`src/lcfe_pkg.sv`:
```
// ----------------------------------------------------------------------------
// Command frame encoder package
// Shared types, frame layout constants and the CRC column function.
// ----------------------------------------------------------------------------
`default_nettype none

package lcfe_pkg;

  localparam int unsigned FRAME_LEN   = 14;
  localparam int unsigned PAYLOAD_LEN = 8;
  localparam int unsigned CRC_W       = 32;

  localparam logic [7:0]       START_BYTE = 8'hF5;
  localparam logic [CRC_W-1:0] CRC_POLY   = 32'h04C11DB7;
  localparam logic [CRC_W-1:0] CRC_INIT   = 32'hFFFFFFFF;
  localparam logic [CRC_W-1:0] CRC_TOP    = 32'h80000000;

  // Frame byte positions.
  localparam logic [3:0] POS_START    = 4'd0;
  localparam logic [3:0] POS_CODE     = 4'd1;
  localparam logic [3:0] POS_PAYLOAD0 = 4'd2;
  localparam logic [3:0] POS_CRC0     = 4'd10;
  localparam logic [3:0] POS_LAST     = 4'd13;

  typedef struct packed {
    logic [7:0]                  code;
    logic [PAYLOAD_LEN-1:0][7:0] payload;
  } cmd_t;

  // Column i of the word-fed update: x^(i+32) mod P. Only evaluated on
  // constants, so the loop folds away at elaboration.
  function automatic logic [CRC_W-1:0] crc_col(input int unsigned bit_idx);
    logic [CRC_W-1:0] r;
    r = CRC_W'(1) << bit_idx;
    for (int unsigned n = 0; n < CRC_W; n++) begin
      if ((r & CRC_TOP) != '0) begin
        r = (r << 1) ^ CRC_POLY;
      end else begin
        r = r << 1;
      end
    end
    return r;
  endfunction

endpackage

`default_nettype wire

```
`src/lcfe_front.sv`:
```
// ----------------------------------------------------------------------------
// Command frame encoder front end
// Accepts command requests and holds them in a two-entry queue.
// ----------------------------------------------------------------------------
`default_nettype none

module lcfe_front (
  input  wire logic          clk,
  input  wire logic          rst_n,
  input  wire logic          start,
  output logic               busy,
  input  wire logic [7:0]    in_command_code,
  input  wire logic [7:0]    in_payload_0,
  input  wire logic [7:0]    in_payload_1,
  input  wire logic [7:0]    in_payload_2,
  input  wire logic [7:0]    in_payload_3,
  input  wire logic [7:0]    in_payload_4,
  input  wire logic [7:0]    in_payload_5,
  input  wire logic [7:0]    in_payload_6,
  input  wire logic [7:0]    in_payload_7,
  output logic               q_valid,
  output lcfe_pkg::cmd_t     q_cmd,
  input  wire logic          q_pop
);
  import lcfe_pkg::*;

  cmd_t       mem_r [2];
  logic       wr_ptr_r;
  logic       rd_ptr_r;
  logic [1:0] count_r;
  logic [1:0] count_nxt;
  logic       push;
  logic       pop;
  cmd_t       in_cmd;

  always_comb begin
    in_cmd.code       = in_command_code;
    in_cmd.payload[0] = in_payload_0;
    in_cmd.payload[1] = in_payload_1;
    in_cmd.payload[2] = in_payload_2;
    in_cmd.payload[3] = in_payload_3;
    in_cmd.payload[4] = in_payload_4;
    in_cmd.payload[5] = in_payload_5;
    in_cmd.payload[6] = in_payload_6;
    in_cmd.payload[7] = in_payload_7;
  end

  assign busy    = (count_r == 2'd2);
  assign q_valid = (count_r != 2'd0);
  assign q_cmd   = mem_r[rd_ptr_r];
  assign push    = start && !busy;
  assign pop     = q_pop && q_valid;

  always_comb begin
    count_nxt = count_r;
    if (push && !pop) begin
      count_nxt = count_r + 2'd1;
    end else if (pop && !push) begin
      count_nxt = count_r - 2'd1;
    end
  end

  always_ff @(posedge clk) begin
    if (push) begin
      mem_r[wr_ptr_r] <= in_cmd;
    end
  end

  always_ff @(posedge clk) begin
    if (!rst_n) begin
      wr_ptr_r <= 1'b0;
      rd_ptr_r <= 1'b0;
      count_r  <= 2'd0;
    end else begin
      count_r <= count_nxt;
      if (push) begin
        wr_ptr_r <= !wr_ptr_r;
      end
      if (pop) begin
        rd_ptr_r <= !rd_ptr_r;
      end
    end
  end

endmodule

`default_nettype wire

```
`src/lcfe_back.sv`:
```
// ----------------------------------------------------------------------------
// Command frame encoder back end
// Streams the fourteen frame bytes and runs the CRC one byte per cycle.
// ----------------------------------------------------------------------------
`default_nettype none

module lcfe_back (
  input  wire logic           clk,
  input  wire logic           rst_n,
  input  wire logic           q_valid,
  input  lcfe_pkg::cmd_t      q_cmd,
  output logic                q_pop,
  output logic                out_valid,
  output logic [7:0]          out_frame_byte,
  output logic                out_last_byte
);
  import lcfe_pkg::*;

  logic             active_r;
  logic [3:0]       idx_r;
  cmd_t             cmd_r;
  logic [CRC_W-1:0] crc_r;
  logic [CRC_W-1:0] crc_nxt;
  logic [CRC_W-1:0] crc_fed;
  logic [CRC_W-1:0] col_w [CRC_W];
  logic [7:0]       cur_byte;
  logic [3:0]       pay_idx;
  logic [3:0]       crc_idx;
  logic             finishing;
  logic             valid_r;
  logic [7:0]       byte_r;
  logic             last_r;

  genvar g;
  generate
    for (g = 0; g < CRC_W; g++) begin : g_col
      assign col_w[g] = crc_col(g);
    end
  endgenerate

  assign pay_idx = idx_r - POS_PAYLOAD0;
  assign crc_idx = idx_r - POS_CRC0;

  always_comb begin
    priority if (idx_r == POS_START) begin
      cur_byte = START_BYTE;
    end else if (idx_r == POS_CODE) begin
      cur_byte = cmd_r.code;
    end else if (idx_r < POS_CRC0) begin
      cur_byte = cmd_r.payload[pay_idx[2:0]];
    end else begin
      cur_byte = crc_r[{crc_idx[1:0], 3'b000} +: 8];
    end
  end

  // The 32 shifts after each byte are linear, so they reduce to one XOR
  // of constant columns selected by the register bits.
  assign crc_fed = crc_r ^ {24'd0, cur_byte};

  always_comb begin
    crc_nxt = '0;
    for (int i = 0; i < CRC_W; i++) begin
      if (crc_fed[i]) begin
        crc_nxt = crc_nxt ^ col_w[i];
      end
    end
  end

  assign finishing = active_r && (idx_r == POS_LAST);
  assign q_pop     = q_valid && (!active_r || finishing);

  always_ff @(posedge clk) begin
    if (q_pop) begin
      cmd_r <= q_cmd;
    end
    if (q_pop) begin
      crc_r <= CRC_INIT;
    end else if (active_r && (idx_r < POS_CRC0)) begin
      crc_r <= crc_nxt;
    end
    byte_r <= cur_byte;
    last_r <= finishing;
  end

  always_ff @(posedge clk) begin
    if (!rst_n) begin
      active_r <= 1'b0;
      idx_r    <= POS_START;
      valid_r  <= 1'b0;
    end else begin
      valid_r <= active_r;
      if (q_pop) begin
        active_r <= 1'b1;
        idx_r    <= POS_START;
      end else if (finishing) begin
        active_r <= 1'b0;
        idx_r    <= POS_START;
      end else if (active_r) begin
        idx_r <= idx_r + 4'd1;
      end
    end
  end

  assign out_valid      = valid_r;
  assign out_frame_byte = byte_r;
  assign out_last_byte  = last_r;

endmodule

`default_nettype wire

```
`src/lidar_command_frame_encoder.sv`:
```
// ----------------------------------------------------------------------------
// Lidar command frame encoder
// Turns one command request into a fourteen-byte frame with a CRC-32 trailer.
// ----------------------------------------------------------------------------
// Usage:
//   A command request is taken at a rising edge where start is high and busy
//   is low. It carries the opcode and eight payload bytes.
//   The block emits the frame one byte per cycle on out_frame_byte, each byte
//   marked by out_valid for exactly one cycle: start byte 0xF5, the opcode,
//   the eight payload bytes, then the CRC-32 low byte first. out_last_byte
//   flags the final CRC byte.
//   The CRC uses polynomial 0x04C11DB7, starts at all ones, has no final
//   inversion, and feeds each of the first ten bytes into the low bits of
//   the register followed by a full 32-bit shift, one byte per cycle.
//   When the block is idle, an accepted request is written into the queue,
//   popped into the back end's command register, and its first frame byte
//   then passes through the output register.
//   Frames can leave back to back, paced by the byte-wide output of the
//   back end. A two-entry queue between the front end and the back end lets
//   the next requests land while a frame is still streaming; busy is high
//   only when both entries are full.
//   Reset empties the queue and stops any frame in flight. The receiver
//   cannot stall: every byte is shown once and must be taken.
// ----------------------------------------------------------------------------
`default_nettype none

module lidar_command_frame_encoder (
  input  wire logic       clk,
  input  wire logic       rst_n,
  input  wire logic       start,
  output logic            busy,
  input  wire logic [7:0] in_command_code,
  input  wire logic [7:0] in_payload_0,
  input  wire logic [7:0] in_payload_1,
  input  wire logic [7:0] in_payload_2,
  input  wire logic [7:0] in_payload_3,
  input  wire logic [7:0] in_payload_4,
  input  wire logic [7:0] in_payload_5,
  input  wire logic [7:0] in_payload_6,
  input  wire logic [7:0] in_payload_7,
  output logic            out_valid,
  output logic [7:0]      out_frame_byte,
  output logic            out_last_byte
);
  import lcfe_pkg::*;

  // Queue head as seen by the back end.
  logic q_valid;
  logic q_pop;
  cmd_t q_cmd;

  // The front end captures requests into the queue.
  lcfe_front u_front (
    .clk             (clk),
    .rst_n           (rst_n),
    .start           (start),
    .busy            (busy),
    .in_command_code (in_command_code),
    .in_payload_0    (in_payload_0),
    .in_payload_1    (in_payload_1),
    .in_payload_2    (in_payload_2),
    .in_payload_3    (in_payload_3),
    .in_payload_4    (in_payload_4),
    .in_payload_5    (in_payload_5),
    .in_payload_6    (in_payload_6),
    .in_payload_7    (in_payload_7),
    .q_valid         (q_valid),
    .q_cmd           (q_cmd),
    .q_pop           (q_pop)
  );

  // The back end pops a command on the cycle its previous frame ends, so
  // frames follow each other without a gap.
  lcfe_back u_back (
    .clk            (clk),
    .rst_n          (rst_n),
    .q_valid        (q_valid),
    .q_cmd          (q_cmd),
    .q_pop          (q_pop),
    .out_valid      (out_valid),
    .out_frame_byte (out_frame_byte),
    .out_last_byte  (out_last_byte)
  );

endmodule

`default_nettype wire
```
`config.mk`:
```
export PLATFORM = sky130hd
export DESIGN_NAME = lidar_command_frame_encoder
export DESIGN_NICKNAME = d
export VERILOG_FILES = /design/src/lcfe_pkg.sv /design/src/lcfe_front.sv /design/src/lcfe_back.sv /design/src/lidar_command_frame_encoder.sv
export SDC_FILE = /design/constraint.sdc
export NUM_CORES = 1
export LEC_CHECK = 0
export BUFFER_PORTS_ARGS = -buffer_cell sky130_fd_sc_hd__buf_4
export CAP_MARGIN = 10
export CORE_MARGIN = 2
export CORE_UTILIZATION = 25
export DETAILED_ROUTE_END_ITERATION = 16
export GPL_TIMING_DRIVEN = 0
export SLEW_MARGIN = 10
export SYNTH_ARGS = -nofsm -noshare
export SYNTH_HDL_FRONTEND = slang
export SYNTH_SLANG_ARGS = --single-unit
```
`constraint.sdc`:
```
create_clock -name clk -period 5.1 [get_ports clk]
set_clock_uncertainty 0.1 [all_clocks]
set_input_delay 1.53 -clock clk [delete_from_list [all_inputs] [get_ports clk]]
set_output_delay 1.53 -clock clk [all_outputs]
set_load 0.01 [all_outputs]
```
==> summary.md, run 1 <==
| Metric | Value |
|---|---|
| Status | finished, final reports clean |
| Clk_lat worst skew | around 580 ps |
| Reg-to-reg slack, setup | 220 ps |
| Post-layout min period | roughly 4900 ps |
| Worst Hold Class | reg -> reg |
| Final setup viols | 0 |
| Setup bufs post-CTS | 0 |
| Worst min-delay path startpoint | u_front.mem_r[1][57] |
| First-pass GRT wire length | about 48000 µm |
| Crit path max fanout | 10 |
| Avg Inst Size Synth | 14.9 µm² |
| Reg2reg end | u_back.crc_r[12] |
| Remaining global-route overflow | 0 |
| Post-synth top area share | around half |
| Die width | between 200 and 250 µm |
| Post-Syn Instances | ~860 |
| Via count | between 7k and 8k |
| Post-synth top area cell | edfxtp_1 |
| Antenna-violating nets left | 0 |
| Worst setup margin | 216 ps |
| Pin count of the biggest net entering global routing | 52 |
| CTS tree | done |
| Vias per cell | roughly 4.3 |
| Max cap viols | 0 |
| Worst reg2reg startpoint | u_back.idx_r[1] |
| Row Count | 82 |
| DR iter-0 viols | approximately 550 |
| R2R cell count | 14 |
| IO Count | 86 |
| #FFs+latches synth | around 270 |
| Layout cells sized above 1 | between 20% and 30% |
| Total wire length | 32100 µm |
| Num CTS Buffers | 29 |
| Worst EP arrival | approximately 5200 ps |
| Post-route insts no fill | approximately 1.7k |
| Tcrit/Tclk final | about 96% |
| Post-synth top flop | edfxtp_1 |
| Dpl ws | approximately 56 ps |
| WL/cell | 19.2 µm |
| Synthesized netlist net count | 938 |
| Synth area leaders | edfxtp_1 (51%), xnor2_1 (9.4%), dfxtp_1 (8.0%), mux2_2 (6.7%), xnor3_1 (4.2%) |
| Layout area overhead | 20.2% |
| Seq/Total Area, Yosys | 58.6% |
| Post-DP HPWL | between 20000 and 25000 µm |
| Final hold violation count | 0 |
| Highest clock rate | around 200 MHz |
| Synth Cell Area | between 10000 and 15000 µm² |
| Final Max Tran Viols | 0 |
| Worst Tran Pin Value | 991 ps |
| Ys Warns | 0 |
| Hold depth | 1 |
| Total Die Area | 53000 µm² |
| Hold Buf Count CTS | 0 |
| CTS Sinks | about 270 |
| Ys async rst share | 0% |
| Gpl congestion | approximately 0.89 |
| Clock root buffer | clkbuf_16 |
| CP Class | reg -> reg |
| Slew headroom | between 30% and 40% |
| Critical Path End Type | flop |
| GRT Util Overall | 12.0% |
| H-tree depth | 1 |
| Pre-antenna DRT Iters | 5 |
| CP startpoint kind | flop |
| Placed cells | between 1.5k and 2k |
| Die height | around 230 µm |
| Buffers on Ports | 85 |
| Core area | roughly 50000 µm² |
| CTS max path bufs | 3 |
| Critical Path RT | between 5000 and 6000 ps |
| Final net count | 1059 |
| Vias in the first global route | about 7.5k |
| Post-synth EDFFs | roughly 220 |
| N_diodes | 0 |
| Hold Path Sink | u_back.cmd_r[57] |
| WHS | 434 ps |
| Initial Utilization | approximately a quarter |
| Antenna violations before repair | 2 |
| Post-synth cell types | 66 |
| DRC violations left | 0 |
| Worst-path clk slew | 60 ps |
critical path: stages (launching register included):
cell	delay (ps)
dfxtp_1	340
buf_6	170
buf_6	170
buf_6	180
inv_1	270
ha_1	200
buf_2	210
nor3b_2	500
nor2_1	230
a2111oi_4	580
xnor2_2	300
xnor3_1	550
xnor2_2	290
xnor3_1	470
a2bb2oi_1	140
kinds of logic after synthesis:
family	synth area share, %
AOI/OAI and AO/OA	5.38
xor gates and xnor gates	17.8
DFF	58.6
adders and majority gates	0.489
and+or+nand+nor	4.56
buffers and inverters	2.15
muxes	11.0
timing repair:
action	4_1_cts	5_1_grt
hold endpoints to repair	0	0
setup endpoints to repair	0	1
resized for setup	0	1
state kept, by name (all words and copies together), names as in the netlist:
signal	count
u_back.active_r	1
u_back.cmd_r	72
u_back.crc_r	32
u_back.idx_r	4
u_back.out_frame_byte	8
u_back.out_last_byte	1
u_back.out_valid	1
u_front.count_r	2
u_front.mem_r	144
u_front.rd_ptr_r	1
u_front.wr_ptr_r	1
cell usage after synthesis (all sizes together) (5+ instances only):
library cell,number
nand2b,7
clkbuf,42
xor2,43
or3b,6
xnor2,142
mux4,18
nand2,26
nor3b,5
buf,13
nor2,22
o21ai,24
and3,5
ha,5
xnor3,24
and2,11
edfxtp,216
inv,7
mux2,77
a21oi,24
dfxtp,51
o211ai,12
mux2i,13
nand3,6
a211oi,7
worst max-delay path by stage:
stage          cells past startpoint  slack [ps]                to       startpoint
2_1_floorplan                     12         420   u_back.cmd_r[0]  u_back.idx_r[1]
3_3_place_gp                      12       -1810  u_back.cmd_r[10]  u_back.idx_r[1]
3_5_place_dp                      14          60  u_back.crc_r[12]  u_back.idx_r[1]
4_1_cts                           14          30  u_back.crc_r[12]  u_back.idx_r[1]
5_1_grt                           15          -6   u_back.crc_r[7]  u_back.idx_r[1]
6_report                          14         220  u_back.crc_r[12]  u_back.idx_r[1]
per-layer routing:
layer,vias to the layer above,global-route usage [%],share of wire (%)
li1,3387,-,-
met1,3562,15.8,43
met2,215,20.4,49
met3,54,2.29,5.9
met4,2,2.80,2.2
met5,-,0,0.041
through the flow:
stage          util (%)  setup TNS [ps]  area [µm²]
2_1_floorplan         -               0       12800
3_3_place_gp       28.4         -164320       14300
3_5_place_dp       28.6               0       14400
4_1_cts            30.5               0       15400
5_1_grt            30.5           -5.73       15400
6_report           30.5               0       15400
final cells by class:
cell class / count / area, µm²
clock inverters: 15 / 173
well taps: 672 / 841
fillers: 4968 / 35000
flip-flops and latches: 267 / 7510
clock buffers: 37 / 776
multi-input cells: 529 / 5040
repair buffers: 90 / 768
plain buffers: 55 / 253
inverters: 7 / 26.3
cells in the final DEF (no fill, tap or decap), types with 7 or more instances in the layout:
cell,Yosys,final
edfxtp_1,216,216
xnor2_1,137,137
buf_4,2,87
mux2_2,76,76
dfxtp_1,51,51
clkbuf_1,42,47
xor2_1,42,42
clkbuf_16,0,29
nand2_1,25,25
a21oi_1,24,24
xnor3_1,24,24
nor2_1,22,21
mux4_2,17,17
o21ai_0,16,16
mux2i_1,13,13
and2_1,11,11
o211ai_1,11,11
o21ai_1,8,8
inv_1,7,7
nand2b_1,7,7
a211oi_1,7,7
Power of run 1 is left out: the tool's default activity adds up to more than one toggle a clock period on the data nets, which glitch-free logic cannot reach.
==> inputs of run 2 (changes only) <==
Settings changed: REMOVE_ABC_BUFFERS set to 1.
==> summary.md, run 2 (same netlist as run 1, synthesis figures left out) <==
| Metric | Value |
|---|---|
| Status | finished, final reports clean |
| Die width | 230 µm (unchanged) |
| Remaining global-route overflow | 0 (unchanged) |
| Core area | 50400 µm² (unchanged) |
| Met2 wire length | 13800 µm (-11%) |
| Levels on crit path | 11 (-3) |
| Crit path max fanout | 26 (+16) |
| DR iter-0 viols | 467 (-15%) |
| Worst reg2reg startpoint | u_back.idx_r[1] |
| CP startpoint kind | flop |
| N_diodes | 0 (unchanged) |
| Hold depth | 1 (unchanged) |
| Antenna violations before repair | 0 (-2) |
| Gpl congestion | 0.856 (-3.9%) |
| Pre-antenna DRT Iters | 5 (unchanged) |
| Met1 Wirelength | 13000 µm (-6.4%) |
| Layout cells sized above 1 | 27.9% (+1.7 points) |
| WL/cell | 17.7 µm (-7.7%) |
| Highest routed layer | met4 |
| R2R cell count | 11 (-3) |
| Worst-path clk slew | 60 ps (about the same) |
| Cts repair resizes | 0 (unchanged) |
| Hold Buf Count CTS | 0 (unchanged) |
| Highest clock rate | 209 MHz (+2.1%) |
| Row Count | 82 (unchanged) |
| Largest registers | u_front.mem_r (144), u_back.cmd_r (72), u_back.crc_r (32) |
| Buffers on Ports | 85 (unchanged) |
| Worst EP arrival | 5100 ps (-110 ps) |
| Tcrit/Tclk final | 93.8% (-1.9 points) |
| CTS tree | done |
| Final Max Tran Viols | 0 (unchanged) |
| Reg2reg end | u_back.crc_r[12] |
| Largest register FFs | 144 (unchanged) |
| Clk_lat worst skew | 560 ps (-20 ps) |
| Total wire length | 28800 µm (-10%) |
| RSZ-0062 raised after global routing | no |
| Via count | 7048 (-2.4%) |
| Critical Path End Type | flop |
| Clock root buffer | clkbuf_16 |
| First-pass GRT wire length | 44400 µm (-7.2%) |
| Top reg by flops | u_front.mem_r |
| Most frequent cells in the layout | edfxtp_1 (216), xnor2_1 (137), buf_4 (86) |
| Final net count | 1012 (-4.4%) |
| Final setup viols | 0 (unchanged) |
| DRC violations left | 0 (unchanged) |
| Setup bufs post-CTS | 0 (unchanged) |
| Worst Hold Class | reg -> reg |
| Buf/Inv on CP | 2 (-3) |
| Setup TNS | 0 ps (unchanged) |
| Critical-path top delay cell | xnor3_1 |
| Most common cell after layout, fill and taps aside | edfxtp_1 |
| GRT Util Overall | 10.9% (-1.1 points) |
| Worst min-delay path startpoint | u_front.mem_r[1][66] |
| CP cell instances | buf_12 -> inv_1 -> ha_1 -> nor3b_4 -> nor2_1 -> a2111oi_2 -> xnor2_2 -> xnor3_1 -> xnor2_2 -> xnor3_1 -> a2bb2oi_1 |
| Vias per cell | 4.33 (+0.32%) |
| Num CTS Buffers | 31 (+6.9%) |
| Layout area overhead | 19.4% |
| CP max stage delay | 590 ps (about the same) |
| Critical Path RT | 5420 ps (about the same) |
| Post-layout min period | 4790 ps (-98.9 ps) |
| Total Die Area | 53000 µm² (unchanged) |
| Worst Tran Pin Value | 1010 ps (+22.9 ps) |
| WL met3 | 1270 µm (-33%) |
| CP Class | reg -> reg |
| Slew headroom | 31.9% (-1.5 points) |
| Max cap viols | 0 (unchanged) |
| Pin count of the biggest net entering global routing | 68 (+31%) |
| IO Count | 86 (unchanged) |
| Vias in the first global route | 7232 (-3.6%) |
| Final hold violation count | 0 (unchanged) |
| CP top delay family | XOR/XNOR gates |
| Die height | 230 µm (unchanged) |
| Post-DP HPWL | 19600 µm (-14%) |
| CTS max path bufs | 3 (unchanged) |
| Antenna-violating nets left | 0 (unchanged) |
| CTS Sinks | 267 (unchanged) |
| Reg-to-reg slack, setup | 310 ps (+100 ps) |
| Initial Utilization | 25.4% (unchanged) |
| Hold Path Sink | u_back.cmd_r[66] |
| H-tree depth | 1 (unchanged) |
==> run 2: changes by cell type in the layout (fill, tap and decap cells not counted), sizes merged <==
cell      change
buf           -7
clkinv        +2
clkbuf       -43
clkinvlp      +4
inv           -1
==> run 2: worst reg2reg max path: cells and delay by family (launching register included) <==
family                   cells  cell delay, ps
XOR/XNOR                     4            1720
AND/OR/NAND/NOR              2             690
flip-flops                   1             470
adder cells (fa/ha/maj)      1             420
buffers and inverters        2             560
AO/OA/AOI/OAI                2             680
==> run 2: worst max path at each step <==
stage          slack (ps)             from                   to
2_1_floorplan        -140            start  u_front.mem_r[0][0]
3_3_place_gp        -2880  u_back.idx_r[1]     u_back.crc_r[28]
3_5_place_dp           50  u_back.idx_r[1]     u_back.crc_r[12]
4_1_cts                40  u_back.idx_r[1]     u_back.crc_r[12]
5_1_grt                 6  u_back.idx_r[1]     u_back.crc_r[12]
6_report              310  u_back.idx_r[1]     u_back.crc_r[12]
==> run 2: cell type report <==
type                            instances  area, µm²
Fill cell                            4965      35100
Sequential cell                       267       7510
Multi-Input combinational cell        529       5040
Timing Repair Buffer                   96        875
Tap cell                              672        841
Clock buffer                           36        795
Clock inverter                         20        193
Inverter                                7       31.3
==> run 2: per-layer routing <==
| layer | global-route usage, % | up-vias |
|---|---|---|
| met4 | 3.37 | 0 |
| met2 | 18.2 | 161 |
| met1 | 14.3 | 3523 |
| met3 | 2.02 | 53 |
| met5 | 0 | - |
| li1 | - | 3311 |
==> run 2: stage by stage <==
stage / instance area [µm²] / worst slack [ps] / cells / utilization, % / hold WS (ps)
2_1_floorplan: 12600 / -137 / 803 / - / 387
3_3_place_gp: 14000 / -2880 / 1560 / 27.9 / 408
3_5_place_dp: 14300 / 48.4 / 1571 / 28.4 / 430
4_1_cts: 15300 / 44.3 / 1627 / 30.3 / 443
5_1_grt: 15300 / 6.46 / 1627 / 30.4 / 456
6_report: 15300 / 315 / 1627 / 30.4 / 444
Power of run 2 is left out for the same reason.
==> inputs of run 3 (changes only) <==
Settings changed: PLACE_DENSITY_LB_ADDON set to 0.15.
==> summary.md, run 3 (same netlist as run 1, synthesis figures left out) <==
| Metric | Value |
|---|---|
| CP Class | reg -> reg |
| Most common cell after layout, fill and taps aside | edfxtp_1 |
| Worst Hold Class | reg -> reg |
| Max cap viols | 0 (unchanged) |
| Num CTS Buffers | 31 (unchanged) |
| Vias in the first global route | 7164 (-0.94%) |
| Cell Area, Placed | 14300 µm² (about the same) |
| Buffers on Ports | 85 (unchanged) |
| Worst-path clk slew | 60 ps (about the same) |
| WL/cell | 19.0 µm (+7.4%) |
| Clock root buffer | clkbuf_16 |
| Final net count | 1011 (-0.099%) |
| Layout cells sized above 1 | 27.3% (-0.59 points) |
| Largest registers | u_front.mem_r (144), u_back.cmd_r (72), u_back.crc_r (32) |
| Top reg by flops | u_front.mem_r |
| Final hold violation count | 0 (unchanged) |
| Worst EP arrival | 5100 ps (about the same) |
| GRT Util Overall | 11.7% (+0.85 points) |
| Antenna violations before repair | 0 (unchanged) |
| Clk_lat worst skew | 570 ps (about the same) |
| Crit path max fanout | 22 (-15%) |
| H-tree depth | 1 (unchanged) |
| Total wire length | 30900 µm (+7.1%) |
| DRC violations left | 0 (unchanged) |
| CP startpoint kind | flop |
| Slew headroom | 36.3% (+4.4 points) |
| Pin count of the biggest net entering global routing | 75 (+10%) |
| Worst Tran Pin Value | 949 ps (-65.1 ps) |
| Remaining global-route overflow | 0 (unchanged) |
| Status | finished, final reports clean |
| Final setup viols | 0 (unchanged) |
| Most frequent cells in the layout | edfxtp_1 (216), xnor2_1 (137), buf_4 (85) |
| Largest register FFs | 144 (unchanged) |
| Die height | 230 µm (unchanged) |
| Final Max Tran Viols | 0 (unchanged) |
| Critical Path RT | 5420 ps (about the same) |
| CTS max path bufs | 3 (unchanged) |
| Antenna-violating nets left | 0 (unchanged) |
| Critical Path End Type | flop |
| Tcrit/Tclk final | 93.7% (-0.16 points) |
| Final core occ | 30.2% (-0.12 points) |
| Post-route cell area | 15200 µm² (-0.41%) |
| Highest clock rate | 209 MHz (+0.17%) |
| Vias per cell | 4.22 (-2.5%) |
| CTS Sinks | 267 (unchanged) |
| RSZ-0062 raised after global routing | no |
| Post-DP HPWL | 20900 µm (+6.8%) |
| Pre-antenna DRT Iters | 4 (-1) |
| Post-layout min period | 4780 ps (-8.06 ps) |
| Initial Utilization | 25.4% (unchanged) |
| Dpl ws | -47.4 ps (-95.7 ps) |
| WHS | 435 ps (-9.90 ps) |
| IO Count | 86 (unchanged) |
| N_diodes | 0 (unchanged) |
| Gpl congestion | 0.765 (-11%) |
| Row Count | 82 (unchanged) |
| Core area | 50400 µm² (unchanged) |
| First-pass GRT wire length | 46900 µm (+5.6%) |
| CTS tree | done |
| DR iter-0 viols | 275 (-41%) |
| Layout area overhead | 19.0% |
| Setup bufs post-CTS | 0 (unchanged) |
| Total Die Area | 53000 µm² (unchanged) |
| Worst setup margin | 323 ps (+8.06 ps) |
| Die width | 230 µm (unchanged) |
| Via count | 6852 (-2.8%) |
run 3: changes by cell type in the layout (fill, tap and decap cells not counted), sizes merged:
cell / change
clkinv: -6
clkbuf: +4
clkinvlp: -2
buf: -1
bufinv: -1
inv: +1
run 3: layer usage:
metal	wire (µm)	global-route usage [%]	share of wire (%)	up-vias
met5	0	0	0	-
met4	385	2.44	1.2	0
met3	1370	2.32	4.4	31
met2	15300	20.2	50	100
met1	13800	15.3	45	3430
li1	-	-	-	3291
run 3: what timing repair did:
item | 4_1_cts | 5_1_grt
hold buffers | 0 | 0
setup endpoints to repair | 1 | 0
gates resized for setup | 1 | 0
run 3: cell type report:
class | count | area (µm²)
Timing Repair Buffer | 95 | 867
Fill cell | 5012 | 35100
Tap cell | 672 | 841
Multi-Input combinational cell | 529 | 5040
Inverter | 7 | 31.3
Sequential cell | 267 | 7510
Clock buffer | 40 | 810
Clock inverter | 12 | 124
run 3: worst paths after layout:
check,start,end,slack (ps),cells after the start
max reg2reg,u_back.idx_r[2],u_back.crc_r[6],320,9
min,u_back.cmd_r[71],u_back.out_frame_byte[7],430,2
min reg2reg,u_back.cmd_r[71],u_back.out_frame_byte[7],430,2
max,u_back.idx_r[2],u_back.crc_r[6],320,9
run 3: stage by stage:
step                      std cells  setup TNS [ps]
final                          1622               0
after global routing           1622               0
after CTS                      1622               0
after detailed placement       1570           -51.1
after global placement         1560         -535700
after floorplan                 803           -9910
run 3: worst max-delay path, stage by stage (launching register included):
cell	delay [ps]
dfxtp_1	890
ha_2	630
mux4_2	380
and2_1	210
a221oi_1	470
nor3_2	230
xnor2_1	770
xnor3_1	600
xnor2_1	240
o21ai_0	100
Power of run 3 is left out for the same reason.
